<file path="src/rtl/cle_pkg.sv">
// ----------------------------------------------------------------------------
// cle_pkg - shared types and constants for the console line editor
// Line store sizing, control characters, result kinds and the echo table.
// ----------------------------------------------------------------------------
package cle_pkg;

  localparam int LINE_DEPTH = 32;
  localparam int ADDR_W     = (LINE_DEPTH > 1) ? $clog2(LINE_DEPTH) : 1;
  localparam int CNT_W      = 5;
  localparam int CAP_W      = 6;
  // Longest line ever held: one slot short of the store, and the length field.
  localparam int LIMIT_MAX  = (LINE_DEPTH - 1 < 31) ? LINE_DEPTH - 1 : 31;

  localparam logic [7:0] CH_BS  = 8'h08;
  localparam logic [7:0] CH_LF  = 8'h0A;
  localparam logic [7:0] CH_CR  = 8'h0D;
  localparam logic [7:0] CH_ESC = 8'h1B;
  localparam logic [7:0] CH_SP  = 8'h20;

  localparam logic [1:0] KIND_ECHO = 2'd0;
  localparam logic [1:0] KIND_LINE = 2'd1;
  localparam logic [1:0] KIND_MARK = 2'd2;

  localparam logic [CNT_W-1:0] ECHO_LEN = CNT_W'(3);

  typedef struct packed {
    logic             valid;
    logic [1:0]       kind;
    logic [7:0]       data;
    logic [CNT_W-1:0] len;
    logic             last;
  } cle_res_t;

  typedef struct packed {
    logic              en;
    logic [ADDR_W-1:0] addr;
    logic [7:0]        data;
  } cle_wr_t;

  typedef struct packed {
    logic             idle;
    logic [CNT_W-1:0] count;
  } cle_status_t;

  // Echo sequences: rubout is BS SP BS, line end is CR CR LF.
  function automatic logic [7:0] echo_char(input logic is_eol, input logic [CNT_W-1:0] step);
    logic [7:0] ch;
    if (is_eol) begin
      ch = (step == ECHO_LEN - CNT_W'(1)) ? CH_LF : CH_CR;
    end else begin
      ch = (step == CNT_W'(1)) ? CH_SP : CH_BS;
    end
    return ch;
  endfunction

endpackage

</file>
<file path="src/rtl/console_line_editor.sv">
// ----------------------------------------------------------------------------
// console_line_editor - serial console line editor
// Edits one console line from received bytes, echoes to the terminal and
// hands out each completed line followed by an end marker.
// ----------------------------------------------------------------------------
// Each received byte is one request on the slave stream; the block then shows
// its results one per cycle, while the output register is free, on the master
// stream and takes no new byte until the last of them has been loaded into
// the output register. The sequencer steps one result per cycle through the
// shared step unit and the single read port of the line store, which is read
// one entry ahead of the result shown.
// The store needs no clearing: only entries below the fill count are read.
// ----------------------------------------------------------------------------
module console_line_editor
  import cle_pkg::*;
(
  input  logic             clk,
  input  logic             rst,
  // request stream
  input  logic             s_axis_tvalid,
  output logic             s_axis_tready,
  input  logic [7:0]       s_axis_tdata,   // [7:0] rx_byte
  // result stream
  output logic             m_axis_tvalid,
  input  logic             m_axis_tready,
  output logic [15:0]      m_axis_tdata,   // [7:0] out_byte, [12:8] line_length, zero pad
  output logic [1:0]       m_axis_tuser,   // [1:0] kind
  output logic             m_axis_tlast,
  // line_capacity register
  input  logic             cfg_valid,
  output logic             cfg_ready,
  input  logic [CAP_W-1:0] cfg_data
);

  logic [CAP_W-1:0]  line_capacity;
  logic [CAP_W-1:0]  cap_m1;
  logic [CNT_W-1:0]  limit;
  logic              out_free;
  cle_res_t          res;
  cle_wr_t           wr;
  logic [ADDR_W-1:0] rd_addr;
  logic [7:0]        rd_data;
  cle_status_t       status;

  // Capacity register; always ready, the limit only matters when a request
  // is taken
  assign cfg_ready = 1'b1;

  always_ff @(posedge clk) begin
    if (rst) begin
      line_capacity <= CAP_W'(32);
    end else if (cfg_valid) begin
      line_capacity <= cfg_data;
    end
  end

  // Storage limit: capacity less the terminator slot, clamped to the store
  always_comb begin
    cap_m1 = (line_capacity == '0) ? '0 : line_capacity - CAP_W'(1);
    if (cap_m1 > CAP_W'(LIMIT_MAX)) begin
      limit = CNT_W'(LIMIT_MAX);
    end else begin
      limit = cap_m1[CNT_W-1:0];
    end
  end

  cle_line_store u_store (
    .clk     (clk),
    .wr      (wr),
    .rd_addr (rd_addr),
    .rd_data (rd_data)
  );

  cle_sequencer u_seq (
    .clk      (clk),
    .rst      (rst),
    .in_valid (s_axis_tvalid),
    .in_byte  (s_axis_tdata),
    .limit    (limit),
    .out_free (out_free),
    .rd_data  (rd_data),
    .res      (res),
    .wr       (wr),
    .rd_addr  (rd_addr),
    .status   (status)
  );

  assign s_axis_tready = status.idle;

  // Output register: loads when empty or being drained
  assign out_free = !m_axis_tvalid || m_axis_tready;

  always_ff @(posedge clk) begin
    if (rst) begin
      m_axis_tvalid <= 1'b0;
    end else if (out_free) begin
      m_axis_tvalid <= res.valid;
    end
  end

  always_ff @(posedge clk) begin
    if (out_free && res.valid) begin
      m_axis_tdata <= {3'b000, res.len, res.data};
      m_axis_tuser <= res.kind;
      m_axis_tlast <= res.last;
    end
  end

  // Checks
  a_fill_bound: assert property (@(posedge clk) disable iff (rst)
    status.count <= CNT_W'(LIMIT_MAX))
    else $error("line fill count beyond store limit");

  a_mark_last: assert property (@(posedge clk) disable iff (rst)
    m_axis_tvalid && (m_axis_tuser == KIND_MARK) |-> m_axis_tlast)
    else $error("end marker not flagged as final result");

  a_len_mark_only: assert property (@(posedge clk) disable iff (rst)
    m_axis_tvalid && (m_axis_tuser != KIND_MARK) |-> (m_axis_tdata[12:8] == '0))
    else $error("length set on a non-marker result");

  a_busy_results: assert property (@(posedge clk) disable iff (rst)
    res.valid |-> !s_axis_tready)
    else $error("request taken while results pending");

endmodule

</file>
<file path="src/rtl/cle_step_unit.sv">
// ----------------------------------------------------------------------------
// cle_step_unit - shared increment and compare
// One incrementer with an equal and a less-than compare, reused for the fill
// check, echo steps and the line walk.
// ----------------------------------------------------------------------------
module cle_step_unit
  import cle_pkg::*;
(
  input  logic [CNT_W-1:0] op_a,
  input  logic [CNT_W-1:0] op_b,
  output logic [CNT_W-1:0] inc,
  output logic             inc_eq,
  output logic             lt
);

  logic [CNT_W:0] sum;

  assign sum    = {1'b0, op_a} + (CNT_W+1)'(1);
  assign inc    = sum[CNT_W-1:0];
  assign inc_eq = (sum == {1'b0, op_b});
  assign lt     = (op_a < op_b);

endmodule

</file>
<file path="src/rtl/cle_line_store.sv">
// ----------------------------------------------------------------------------
// cle_line_store - line byte memory
// One write port, one read port with registered read data.
// ----------------------------------------------------------------------------
module cle_line_store
  import cle_pkg::*;
(
  input  logic              clk,
  input  cle_wr_t           wr,
  input  logic [ADDR_W-1:0] rd_addr,
  output logic [7:0]        rd_data
);

  logic [7:0] mem [LINE_DEPTH];

  always_ff @(posedge clk) begin
    if (wr.en) begin
      mem[wr.addr] <= wr.data;
    end
  end

  always_ff @(posedge clk) begin
    rd_data <= mem[rd_addr];
  end

endmodule

</file>
<file path="src/rtl/cle_sequencer.sv">
// ----------------------------------------------------------------------------
// cle_sequencer - request decode and result sequencing
// Decodes each received byte and steps through its echo, line walk and end
// marker, one result per cycle while the output register is free, through the shared step unit.
// ----------------------------------------------------------------------------
module cle_sequencer
  import cle_pkg::*;
(
  input  logic              clk,
  input  logic              rst,
  input  logic              in_valid,
  input  logic [7:0]        in_byte,
  input  logic [CNT_W-1:0]  limit,
  input  logic              out_free,
  input  logic [7:0]        rd_data,
  output cle_res_t          res,
  output cle_wr_t           wr,
  output logic [ADDR_W-1:0] rd_addr,
  output cle_status_t       status
);

  typedef enum logic [2:0] {S_IDLE, S_CHAR, S_ECHO, S_LINE, S_MARK} state_t;

  state_t           state;
  logic [CNT_W-1:0] count;
  logic [CNT_W-1:0] idx;
  logic [7:0]       byte_q;
  logic             echo_eol;
  logic             cr_seen;

  logic [CNT_W-1:0] op_a, op_b, inc;
  logic             inc_eq, lt;
  logic             accept, take;
  logic             is_bs, is_eol, is_swallow;

  cle_step_unit u_step (
    .op_a   (op_a),
    .op_b   (op_b),
    .inc    (inc),
    .inc_eq (inc_eq),
    .lt     (lt)
  );

  assign accept     = in_valid && (state == S_IDLE);
  assign take       = res.valid && out_free;
  assign is_bs      = (in_byte == CH_BS);
  assign is_swallow = (in_byte == CH_LF) && cr_seen;
  assign is_eol     = (in_byte == CH_CR) || (in_byte == CH_LF) || (in_byte == CH_ESC);

  // Operand select for the shared unit
  always_comb begin
    unique case (state)
      S_IDLE:  begin op_a = count; op_b = limit;    end
      S_ECHO:  begin op_a = idx;   op_b = ECHO_LEN; end
      S_LINE:  begin op_a = idx;   op_b = count;    end
      default: begin op_a = idx;   op_b = count;    end
    endcase
  end

  always_comb begin
    res = '0;
    unique case (state)
      S_IDLE: ;
      S_CHAR: begin
        res.valid = 1'b1;
        res.kind  = KIND_ECHO;
        res.data  = byte_q;
        res.last  = 1'b1;
      end
      S_ECHO: begin
        res.valid = 1'b1;
        res.kind  = KIND_ECHO;
        res.data  = echo_char(echo_eol, idx);
        res.last  = !echo_eol && inc_eq;
      end
      S_LINE: begin
        res.valid = 1'b1;
        res.kind  = KIND_LINE;
        res.data  = rd_data;
      end
      S_MARK: begin
        res.valid = 1'b1;
        res.kind  = KIND_MARK;
        res.len   = count;
        res.last  = 1'b1;
      end
      default: ;
    endcase
  end

  // Ordinary byte stored at the fill position
  always_comb begin
    wr.en   = accept && !is_bs && !is_swallow && !is_eol && lt;
    wr.addr = ADDR_W'(count);
    wr.data = in_byte;
  end

  // Prefetch: the entry shown next is read in the cycle before it is shown
  always_comb begin
    if (state == S_LINE) begin
      rd_addr = take ? ADDR_W'(inc) : ADDR_W'(idx);
    end else begin
      rd_addr = '0;
    end
  end

  assign status.idle  = (state == S_IDLE);
  assign status.count = count;

  always_ff @(posedge clk) begin
    if (rst) begin
      state    <= S_IDLE;
      count    <= '0;
      cr_seen  <= 1'b0;
      idx      <= '0;
      echo_eol <= 1'b0;
      byte_q   <= '0;
    end else begin
      unique case (state)
        S_IDLE: begin
          if (accept) begin
            idx <= '0;
            priority if (is_bs) begin
              if (count != '0) begin
                count    <= count - CNT_W'(1);
                echo_eol <= 1'b0;
                state    <= S_ECHO;
              end
            end else if (is_swallow) begin
              cr_seen <= 1'b0;
            end else if (is_eol) begin
              if (in_byte == CH_CR) begin
                cr_seen <= 1'b1;
              end
              echo_eol <= 1'b1;
              state    <= S_ECHO;
            end else if (lt) begin
              count  <= inc;
              byte_q <= in_byte;
              state  <= S_CHAR;
            end else begin
              // line full: byte dropped
            end
          end
        end
        S_CHAR: begin
          if (take) begin
            state <= S_IDLE;
          end
        end
        S_ECHO: begin
          if (take) begin
            if (inc_eq) begin
              idx <= '0;
              if (!echo_eol) begin
                state <= S_IDLE;
              end else if (count == '0) begin
                state <= S_MARK;
              end else begin
                state <= S_LINE;
              end
            end else begin
              idx <= inc;
            end
          end
        end
        S_LINE: begin
          if (take) begin
            if (inc_eq) begin
              state <= S_MARK;
            end else begin
              idx <= inc;
            end
          end
        end
        S_MARK: begin
          if (take) begin
            count <= '0;
            state <= S_IDLE;
          end
        end
        default: state <= S_IDLE;
      endcase
    end
  end

endmodule

</file>
<file path="config.mk">
export PLATFORM = sky130hd
export DESIGN_NAME = console_line_editor
export DESIGN_NICKNAME = d
export VERILOG_FILES = /design/src/rtl/cle_pkg.sv /design/src/rtl/console_line_editor.sv /design/src/rtl/cle_step_unit.sv /design/src/rtl/cle_line_store.sv /design/src/rtl/cle_sequencer.sv
export SDC_FILE = /design/constraint.sdc
export NUM_CORES = 1
export LEC_CHECK = 0
export BUFFER_PORTS_ARGS = -buffer_cell sky130_fd_sc_hd__buf_4
export CAP_MARGIN = 20
export CORE_UTILIZATION = 35
export DETAILED_ROUTE_END_ITERATION = 12
export GPL_TIMING_DRIVEN = 0
export HOLD_SLACK_MARGIN = 0.03
export PLACE_DENSITY_LB_ADDON = 0.05
export RECOVER_POWER = 25
export REMOVE_ABC_BUFFERS = 1
export SETUP_SLACK_MARGIN = 0.2
export SYNTH_ARGS = -nofsm -noshare
export SYNTH_HDL_FRONTEND = slang
export SYNTH_HIERARCHICAL = 1
export SYNTH_SLANG_ARGS = --single-unit
</file>
<file path="constraint.sdc">
create_clock -name clk -period 6.7 [get_ports clk]
set_input_delay 0.335 -clock clk [delete_from_list [all_inputs] [get_ports clk]]
set_output_delay 0.335 -clock clk [all_outputs]
set_load 0.01 [all_outputs]
</file>
After elaboration in Yosys (flattened, before gate mapping)

Memory sizes are Yosys's and may differ from the RTL's. A register that Yosys moved wholly into a read port is not among the register bits.
Cells that the tools add are included.

Memories kept: 1
Register bits: 46
Memory bits (writable): 256
Output and inout port bits: 22

Reductions and logical operators: 33
Equality and inequality tests: 26
Bitwise operators: 3
$add $sub $neg: 3
Magnitude comparators: 2
Muxes and demuxes: 49

Memories:

| memory      | depth | width | read ports | clocked after memory_dff | wr ports | RTL line             | source |
|---|---|---|---|---|---|---|---|
| u_store.mem | 32    | 8     | 1          | 1                        | 1        | cle_line_store.sv:14 | `logic [7:0] mem [LINE_DEPTH];` |

Operators by type and width:

| operator                                                                         | count |
|---|---|
| 5-bit two-way mux                                                                | 16 |
| 3-bit two-way mux                                                                | 14 |
| 8-bit by 4-bit == test with 1-bit output (second input constant)                 | 3 |
| 8-bit case mux with 3 select lines                                               | 1 |
| 5-bit case mux with 2 select lines                                               | 2 |
| 2-bit by 1-bit != test with 1-bit output (second input constant)                 | 8 |
| 5-bit case mux with 3 select lines                                               | 1 |
| 5-bit AND reduction                                                              | 3 |
| 6-bit two-way mux                                                                | 2 |
| 3-bit case mux with 4 select lines                                               | 1 |
| 1-bit two-way mux                                                                | 9 |
| 3-bit case mux with 3 select lines                                               | 1 |
| 9-bit AND reduction                                                              | 1 |
| 8-bit by 5-bit == test with 1-bit output (second input constant)                 | 1 |
| 1-bit logical AND                                                                | 8 |
| 8-bit two-way mux                                                                | 1 |
| 2-bit nonzero test                                                               | 4 |
| 7-bit AND reduction                                                              | 1 |
| 5-bit by 1-bit adder with 6-bit output (second input constant)                   | 1 |
| 3-bit by 2-bit == test with 1-bit output (second input constant)                 | 2 |
| 6-bit by 5-bit == test with 1-bit output                                         | 1 |
| 6-bit by 5-bit greater-than comparator with 1-bit output (second input constant) | 1 |
| 6-bit zero test                                                                  | 1 |
| 3-bit by 2-bit != test with 1-bit output (second input constant)                 | 2 |
| 21 further kinds                                                                 | 31 |

Longest topological paths before layout

Gate-level depths: netlist (run 1).

Depth in word-level cells: 12
Mapped depth: 19

Modules after synthesis

Netlist (run 1), hierarchy kept.

By module, submodules not included:

| module              | times used | area an instance (µm²) | cells an instance |
|---|---|---|---|
| cle_line_store      | 1          | 10053.4                | 417 |
| cle_sequencer       | 1          | 1953.1                 | 252 |
| console_line_editor | 1          | 950.9                  | 72 |
| cle_step_unit       | 1          | 245.2                  | 32 |

Worst setup path after synthesis (run 1)

No wires, ideal clock.

Kind: reg2reg
Start point: register line_capacity[0]
End point: memory u_store.mem[0][0] (enable)
Setup slack: 2.558 ns
Arrival time: 3.772 ns
Library setup time: 0.370 ns
Stages on the path, launching flop included: 20
Path buffers: 2
Cells stage by stage: dfxtp_1 > inv_1 > ha_1 > and2b_2 > a31oi_1 > o21a_1 > nor3_1 > a21oi_1 > inv_1 > ha_1 > nor2b_1 > o21ai_0 > a21oi_1 > a211oi_1 > nand4_1 > buf_4 > inv_1 > or3b_2 > clkbuf_1 > nor2_1

RTL lines:

| item                     | RTL line                  | source |
|---|---|---|
| start: declaration       | console_line_editor.sv:35 | `logic [CAP_W-1:0] line_capacity;` |
| start signal: assignment | console_line_editor.sv:53 | `line_capacity <= cfg_data;` |
| end: declaration         | cle_line_store.sv:14      |  |

==> out/qor.txt, run 1 <==
Cell variety after synth: 63
Min Hold Slack: 0.0495 ns
critical path fanouts, max: 9
most used flip-flop cell after synthesis: edfxtp_1
required time of the critical path: 6.84 ns
synthesized area: 13200 µm²
Hold Path Origin: cfg_data[5]
fin. max-slew vios: 269
drt wl/cell: 23.2 µm
most frequent cells in the layout: edfxtp_1, mux4_2, nor2_1
status: complete, but fails checks
first-pass GRT wire length: 46700 µm
FF-to-FF End: u_store/mem[12][1]$_DFFE_PP_
# nets final: 833
vias per cell: 5.23
Area Growth Syn to Fin: 14.3%
slew at the pin with the worst max-slew slack: 1.83 ns
DRC violations left: 0
CTS tree: yes
fmax: 0.176 GHz
Ant. Diodes: 0
row count: 70
CTS buffer count: 35
top cell type's share of synthesized area: 61.9%
cts hold-fix bufs: 0
Remaining Overflow, GRT: 0
top cells by area, synth: edfxtp_1, mux4_2, dfxtp_1, mux2i_1, nor2_1
Worst VDD drop: 0.186 mV
drt total wl: 31000 µm
post-CTS sizing: 0
Die X: 196 µm
Seq cells post-synth: 310
Detail Route Antenna Nets: 0
RePlAce Congestion: 0.784
Worst R2R Start: line_capacity[0]$_SDFFE_PP0P_
largest net degree at the start of global routing: 41
IO Pins: 41
Reg2Reg Depth: 17
core area: 36900 µm²
clk sinks: 310
Total Routing Usage GR: 16.6%
Startpoint Class: flip-flop
sequential-to-total area share from yosys stat: 67.6%
max cap viols: 7
R2R Setup Slk: 1.01 ns
commonest non-fill, non-tap cell in the layout: edfxtp_1
WHS Endpoint: line_capacity[5]$_SDFFE_PP1P_
Crit path arrival time: 5.83 ns
CP endpoint kind: flip-flop
routed vias: 6984
Final WS setup: 1.01 ns
Final Hold Viols: 0
Post-Synthesis Cells: 773
Die H: 196 µm
DR iter-0 viols: 489
fin crit share: 84.9%
Leak: 4.70 nW
share of cells above drive strength 1: 24.8%
min-delay worst type: in -> reg
Worst-path clk slew: 0.06 ns
Synth area leader: edfxtp_1
Clock Skew: 0.0115 ns
Starting Density: 35.8%
unrepaired setup endpoints after global routing: false
WS Path Type: reg -> reg
PwrDens: 279 nW/µm²
Slew headroom: -22.3%
asr flop ratio synth: 0%
Port-buffer cells: 36
setup slack after placement: 1.02 ns
Mean Syn Cell Area: 17.1 µm²
CTS Root Cell: clkbuf_16
hpwl dp: 20300 µm
Tmin final: 5.69 ns
Clock H-tree levels: 2
final setup violation count: 0
count of flip-flops with a built-in enable after synthesis: 272
failing checks: capacitance limit, slew limit
total negative slack: 0 ns
initial antenna violation count: 1
Die ar.: 38500 µm²
synth warn: 6
post-CTS setup buffer count: 0
First-pass DRT Iterations: 6
Clock Latency Late Sink: 0.52 ns
Worst Hold Path Cells: 3
CTS Buffer Depth: 3
vias in the first global route: 7201
==> cell usage after synthesis, types with 3 or more instances <==
master,n
edfxtp_1,272
mux4_2,80
nor2_1,64
dfxtp_1,38
nand2_1,35
mux2i_1,27
buf_4,25
a21oi_1,21
inv_1,17
o21ai_0,16
nand3_1,15
clkbuf_1,14
nand2b_1,12
mux2_2,10
ha_1,9
nor3_1,8
nand3b_1,7
o211ai_1,7
xnor2_1,7
a211oi_1,6
and2_1,6
buf_1,5
nor2b_1,5
buf_2,4
nor3b_1,4
or3_1,4
or3b_2,4
buf_6,3
nor4_1,3
o21a_1,3
xor2_1,3
==> sequential cells by signal, summed over array words and instances (netlist names) <==
name	count
u_seq/count	5
u_seq/echo_eol	1
m_axis_tvalid	1
u_store/mem	256
m_axis_tdata	13
u_seq/idx	5
u_seq/byte_q	8
m_axis_tuser	2
u_seq/state	3
line_capacity	6
m_axis_tlast	1
u_seq/cr_seen	1
u_store/rd_data	8
==> cells by family after synthesis <==
kind of cell | after synthesis | synth area share, %
flip-flops | 310 | 67.6
AND/OR/NAND/NOR | 185 | 7.52
multiplexers | 117 | 16.5
AO/OA/AOI/OAI | 70 | 3.72
buffers and inverters | 69 | 2.88
XOR/XNOR | 11 | 0.787
adder cells (fa/ha/maj) | 9 | 0.853
other | 2 | 0.0569
==> area by class of cell <==
cell class	count	area (µm²)
Fill cell	3314	21800
Tap cell	504	631
Clock inverter	22	173
Clock buffer	42	933
Timing Repair Buffer	44	414
Inverter	18	67.6
Sequential cell	310	8930
Multi-Input combinational cell	396	3940
==> worst max path at each step <==
stage | startpoint | end | slack [ns]
floorplan | u_seq/state[1]$_SDFFE_PP0P_ | u_store/rd_data[0]$_DFF_P_ | -1.79
global placement | u_seq/state[1]$_SDFFE_PP0P_ | u_store/rd_data[1]$_DFF_P_ | -5.50
detailed placement | line_capacity[0]$_SDFFE_PP0P_ | u_store/mem[28][6]$_DFFE_PP_ | 1.02
CTS | line_capacity[0]$_SDFFE_PP0P_ | u_store/mem[28][6]$_DFFE_PP_ | 0.99
global route | line_capacity[0]$_SDFFE_PP0P_ | u_store/mem[8][6]$_DFFE_PP_ | 0.55
finish | line_capacity[0]$_SDFFE_PP0P_ | u_store/mem[12][1]$_DFFE_PP_ | 1.01
==> through the flow <==
step | cells | util [%] | power [mW] | cell area, µm²
final | 1336 | 40.9 | 4.21 | 15100
after global routing | 1336 | 40.9 | 4.36 | 15100
after CTS | 1336 | 41.0 | 4.26 | 15100
after detailed placement | 1272 | 38.0 | 2.42 | 14000
after global placement | 1264 | 37.4 | 2.41 | 13800
after floorplan | 724 | - | 2.31 | 12900
==> layer usage <==
metal  global-route usage (%)  share of wire, %  vias up
met5                        0                 0        -
met4                     4.31               2.0        0
met3                     2.53               3.4       44
met2                     27.0                48      154
met1                     23.2                46     3685
li1                         -                 -     3101
==> critical path, stage by stage, from the launching register on <==
cell,delay (ns)
dfxtp_1,0.44
inv_1,0.07
ha_1,0.27
and2b_2,0.24
a31oi_1,0.15
o21a_1,0.13
nor3_1,0.05
a21oi_1,0.24
inv_1,0.07
ha_1,0.26
nor2b_1,0.12
o21ai_0,0.16
a21oi_1,0.09
a211oi_1,0.63
nand4_1,0.71
inv_1,0.31
or3b_2,0.63
nor2_1,0.72
==> power by group <==
group          switching (mW)  internal [mW]  leakage, nW  total, mW
Clock                   0.755           1.08        0.538       1.83
Sequential             0.0198           2.13         2.77       2.15
Combinational           0.141         0.0814         1.39      0.222
Total                   0.916           3.29         4.70       4.21
Note: power is estimated with default switching activity, not from simulation.
==> run 2, diff against run 1 <==
==> constraint.sdc (replaced) <==
create_clock -name clk -period 4.7 [get_ports clk]
set_input_delay 0.235 -clock clk [delete_from_list [all_inputs] [get_ports clk]]
set_output_delay 0.235 -clock clk [all_outputs]
set_load 0.01 [all_outputs]
==> run 2 against run 1 <==
Net effect:
- the flow still finishes with violations (capacitance limit, slew limit)
- clock skew about the same
- maximum frequency increased by 36%
- hold slack improved by 0.010 ns
- final area increased by 2.8%
- register-to-register slack got worse by 0.51 ns
- final cell count increased by 1.5%
- combinational power increased by 55%
- sequential power increased by 43%
- utilization increased by 1.1 points
- total power increased by 43%
- critical path depth decreased by 8
- sequential share of layout area decreased by 1.6 points
- critical path type unchanged
- highest routed layer unchanged
==> out/qor.txt, run 2 (same netlist as run 1, synthesis figures left out) <==
drt total wl: 31300 µm
routed vias: 7081
Total Routing Usage GR: 16.7%
DP Cell Count: 1272
first-pass GRT wire length: 47100 µm
Reg2Reg Depth: 9
initial antenna violation count: 1
CP endpoint kind: flip-flop
drt wl/cell: 23.1 µm
FF-to-FF End: u_store/rd_data[3]$_DFF_P_
biggest regs: u_store/mem: 256 flops, m_axis_tdata: 13 flops
gr busiest metal: met2
Clock H-tree levels: 2
Clock Skew: 0.0112 ns
Final Util: 42.0%
fmax: 0.239 GHz
status: complete, but fails checks
PwrDens: 388 nW/µm²
Remaining Overflow, GRT: 0
Worst VDD drop: 0.265 mV
end of the critical path: u_store/rd_data[3]$_DFF_P_
DRC violations left: 0
Starting Density: 35.8%
Biggest register: u_store/mem
Die H: 196 µm
routing usage on met1: 23.6%
min-delay worst type: in -> reg
failing checks: capacitance limit, slew limit
met2 Use GR: 27.2%
CTS tree: yes
critical path fanouts, max: 23
DR iter-0 viols: 443
max FFs per register: 256
met3 GRT Util: 2.41%
R2R Setup Slk: 0.51 ns
CTS Buffer Depth: 3
WS Path Type: reg -> reg
Ant. Diodes: 0
Worst-path clk slew: 0.06 ns
Detail Route Antenna Nets: 0
# nets final: 853
crit path from: u_seq/state[1]$_SDFFE_PP0P_
hpwl dp: 20300 µm
First-pass DRT Iterations: 6
Port-buffer cells: 36
Worst R2R Start: u_seq/state[1]$_SDFFE_PP0P_
most frequent cells in the layout: edfxtp_1, mux4_2, buf_4
largest net degree at the start of global routing: 41
unrepaired setup endpoints after global routing: false
vias in the first global route: 7302
vias per cell: 5.22
required time of the critical path: 5.10 ns
core area: 36900 µm²
CTS Root Cell: clkbuf_16
total negative slack: 0 ns
fin. max-slew vios: 269
Die ar.: 38500 µm²
Crit path arrival time: 4.59 ns
IO Pins: 41
Tmin final: 4.19 ns
row count: 70
RePlAce Congestion: 0.784
Clock Latency Late Sink: 0.51 ns
final setup violation count: 0
CTS buffer count: 35
share of cells above drive strength 1: 29.8%
commonest non-fill, non-tap cell in the layout: edfxtp_1
slew at the pin with the worst max-slew slack: 1.84 ns
Leak: 4.80 nW
Final Hold Viols: 0
fin crit share: 89.2%
final cell count without fillers: 1356
clk sinks: 310
Slew headroom: -22.9%
Area Growth Syn to Fin: 17.4%
Startpoint Class: flip-flop
max cap viols: 7
Die X: 196 µm
==> run 2: where the power goes <==
group | internal [mW] | total (mW) | switching [mW] | leakage (nW)
sequential | 3.04 | 3.07 | 0.0295 | 2.77
clock | 1.53 | 2.61 | 1.07 | 0.538
combinational | 0.129 | 0.343 | 0.214 | 1.49
==> run 2: how the worst min path moves through the flow <==
stage,startpoint,endpoint,cells after the start
global placement,cfg_data[5],line_capacity[5]$_SDFFE_PP1P_,3
finish,cfg_valid,line_capacity[0]$_SDFFE_PP0P_,3
global route,cfg_valid,line_capacity[3]$_SDFFE_PP0P_,3
detailed placement,cfg_data[5],line_capacity[5]$_SDFFE_PP1P_,3
floorplan,rst,m_axis_tvalid$_SDFFE_PP0N_,1
CTS,cfg_valid,line_capacity[0]$_SDFFE_PP0P_,3
==> run 2: area by class of cell <==
cell class / count / area [µm²]
Clock buffer: 42 / 933
Clock inverter: 22 / 173
Fill cell: 3272 / 21400
Inverter: 18 / 67.6
Multi-Input combinational cell: 396 / 4160
Sequential cell: 310 / 8930
Tap cell: 504 / 631
Timing Repair Buffer: 64 / 609
==> run 2: through the flow <==
stage                     worst slack [ns]  hold slack [ns]  cell area [µm²]  power (mW)
after floorplan                      -3.79            0.304            12900        3.30
after global placement               -7.50            0.469            13800        3.44
after detailed placement            -0.981            0.463            14000        3.45
after CTS                           0.0483           0.0434            15400        6.10
after global routing                 0.229           0.0772            15500        6.24
final                                0.508           0.0597            15500        6.02
==> run 2: metal layers <==
metal | wire [µm] | up-vias
met1 | 14500 | 3713
met4 | 639 | 0
met3 | 1180 | 46
li1 | - | 3147
met5 | 0 | -
met2 | 15000 | 175
==> run 2: worst max-delay path, cell delays in order, from the launching register on <==
cell	delay [ns]
dfxtp_2	0.67
nor2_1	0.18
xnor2_1	0.58
nand3_1	0.23
a21oi_4	0.51
buf_12	0.26
buf_12	0.20
mux4_2	0.59
mux4_2	0.53
mux2_2	0.28
==> run 2: repair_timing <==
action                     4_1_cts  5_1_grt
setup buffers                    9        3
pin swaps                        2        2
setup endpoints to repair      264      198
hold endpoints to repair         6        0
gates resized for setup         47       14
hold buffers                     8        0
==> run 3, diff against run 2 <==
--- a/config.mk
+++ b/config.mk
@@ -7,14 +7,16 @@
 export LEC_CHECK = 0
 export BUFFER_PORTS_ARGS = -buffer_cell sky130_fd_sc_hd__buf_4
 export CAP_MARGIN = 20
+export CELL_PAD_IN_SITES_DETAIL_PLACEMENT = 1
+export CELL_PAD_IN_SITES_GLOBAL_PLACEMENT = 2
 export CORE_UTILIZATION = 35
 export DETAILED_ROUTE_END_ITERATION = 12
 export GPL_TIMING_DRIVEN = 0
 export HOLD_SLACK_MARGIN = 0.03
 export PLACE_DENSITY_LB_ADDON = 0.05
-export RECOVER_POWER = 25
 export REMOVE_ABC_BUFFERS = 1
 export SETUP_SLACK_MARGIN = 0.2
+export SLEW_MARGIN = 20
 export SYNTH_ARGS = -nofsm -noshare
 export SYNTH_HDL_FRONTEND = slang
 export SYNTH_HIERARCHICAL = 1
==> run 3 against run 2 <==
Net effect:
- global-route usage rose by 0.44 points
- combinational power rose by 4%
- largest power group unchanged
- final cell count rose by 1.2%
- count of clock-buffer cells in the layout rose by 1
- hold slack got worse by 0.0056 ns
- sequential power barely moved
- critical path depth rose by 4
- die area did not move
- the run now ends clean
- maximum frequency fell by 2.8%
- critical path type unchanged
==> out/qor.txt, run 3 (same netlist as run 1, synthesis figures left out) <==
share of cells above drive strength 1: 32.3%
slew at the pin with the worst max-slew slack: 0.970 ns
WS Path Type: reg -> reg
Worst VDD drop: 0.305 mV
CP endpoint kind: flip-flop
CTS buffer count: 36
most frequent cells in the layout: edfxtp_1, mux4_2, buf_4
Hold Path Origin: cfg_valid
Crit-path slowest cell: mux4_2
largest net degree at the start of global routing: 41
fin. max-slew vios: 0
end of the critical path: u_store/rd_data[3]$_DFF_P_
wl on met1: 14200 µm
hpwl dp: 21000 µm
drt total wl: 32200 µm
initial antenna violation count: 0
P_sw: 1.36 mW
internal power: 4.74 mW
DR iter-0 viols: 279
DP Cell Count: 1275
CTS Buffer Depth: 3
Ant. Diodes: 0
Starting Density: 35.8%
max FFs per register: 256
Die ar.: 38500 µm²
fmax: 0.232 GHz
drt wl/cell: 23.4 µm
CP peak stage delay: 0.55 ns
Tmin final: 4.31 ns
sw frac: 22.3%
met2 WL: 16200 µm
Worst-path clk slew: 0.06 ns
crit path from: u_seq/state[1]$_SDFFE_PP0P_
Crit path arrival time: 4.72 ns
final cell count without fillers: 1372
R2R Setup Slk: 0.39 ns
max cap viols: 0
CTS Root Cell: clkbuf_16
Final Power: 6.11 mW
FILL cells: 3543
Reg2Reg Depth: 13
routed vias: 7035
Startpoint Class: flip-flop
biggest regs: u_store/mem: 256 flops, m_axis_tdata: 13 flops
status: finished, final reports clean
vias per cell: 5.13
fin crit share: 91.8%
vias in the first global route: 7580
FF-to-FF End: u_store/rd_data[3]$_DFF_P_
# nets final: 868
Biggest register: u_store/mem
Final Hold Viols: 0
Die H: 196 µm
Total Routing Usage GR: 17.2%
top routing layer in use: met4
unrepaired setup endpoints after global routing: false
Clk pwr share: 44.0%
Leak: 4.99 nW
RePlAce Congestion: 0.764
Detail Route Antenna Nets: 0
DRC violations left: 0
min-delay worst type: in -> reg
Slew headroom: 35.3%
row count: 70
CTS tree: yes
Clock H-tree levels: 2
Remaining Overflow, GRT: 0
IO Pins: 41
required time of the critical path: 5.11 ns
Clock Latency Late Sink: 0.54 ns
Die X: 196 µm
worst path cell trace: or3_4, inv_2, nand2_1, nand2_1, xor2_2, nand3_1, a21oi_4, buf_16, buf_16, buf_16, mux4_2, mux4_2, mux2_2
PwrDens: 384 nW/µm²
combinational share of power: 5.8%
total negative slack: 0 ns
core area: 36900 µm²
final setup violation count: 0
Area Growth Syn to Fin: 20.4%
clk sinks: 310
WL met3: 1150 µm
Worst R2R Start: u_seq/state[1]$_SDFFE_PP0P_
Clock Skew: 0.0265 ns
Seq pwr share: 50.2%
first-pass GRT wire length: 48400 µm
Port-buffer cells: 36
CP most frequent cell: buf_16
First-pass DRT Iterations: 6
commonest non-fill, non-tap cell in the layout: edfxtp_1
critical path fanouts, max: 23
## run 3: worst min path at each step
stage,endpoint,slack [ns],depth (start not counted)
3_3_place_gp,u_seq/byte_q[5]$_SDFFE_PP0P_,0.47,2
4_1_cts,line_capacity[4]$_SDFFE_PP0P_,0.04,3
5_1_grt,line_capacity[4]$_SDFFE_PP0P_,0.06,3
2_1_floorplan,m_axis_tvalid$_SDFFE_PP0N_,0.30,1
3_5_place_dp,line_capacity[5]$_SDFFE_PP1P_,0.47,3
6_report,line_capacity[4]$_SDFFE_PP0P_,0.05,3
## run 3: what timing repair did
item / 4_1_cts / 5_1_grt
pin swaps: 3 / 14
buffers inserted: 7 / 16
hold endpoints to repair: 6 / 0
hold buffers: 8 / 0
resized for setup: 57 / 10
setup endpoints to repair: 264 / 201
## run 3: through the flow
stage               worst slack (ns)  util (%)  instance area [µm²]  hold slack, ns
global placement               -7.53      37.4                13800           0.472
CTS                            0.203      42.3                15600          0.0400
detailed placement             -1.31      38.3                14100           0.472
global route                   0.227      43.1                15900          0.0627
finish                         0.386      43.1                15900          0.0541
floorplan                      -3.79         -                12900           0.304
## run 3: worst max-delay path, delay by kind of cell, from the launching register on
kind                   cells  cell delay (ns)
AO/OA/AOI/OAI              1             0.22
XOR/XNOR                   1             0.39
buffers and inverters      4             0.75
flip-flops                 1             0.50
multiplexers               3             1.21
AND/OR/NAND/NOR            4             1.06
## run 3: final cells by class
cell class / count / area (µm²) / area share (%)
clock buffer: 43 / 948 / 5.97
timing repair buffer: 78 / 951 / 5.98
inverter: 18 / 67.6 / 0.425
multi-input combinational: 396 / 4180 / 26.3
tap: 504 / 631 / 3.97
sequential: 310 / 8930 / 56.2
clock inverter: 23 / 188 / 1.18
## run 3: layer usage
layer / vias up / GRT usage (%)
met3: 44 / 2.73
met2: 110 / 29.9
met5: - / 0
li1: 3166 / -
met4: 0 / 4.43
met1: 3715 / 22.3
## run 3: power groups by stage
stage	combinational, mW	sequential [mW]	clock [mW]
floorplan	0.179	3.12	0
global placement	0.317	3.12	0
detailed placement	0.327	3.13	0
CTS	0.353	3.07	2.78
global route	0.389	3.07	2.87
finish	0.356	3.07	2.68
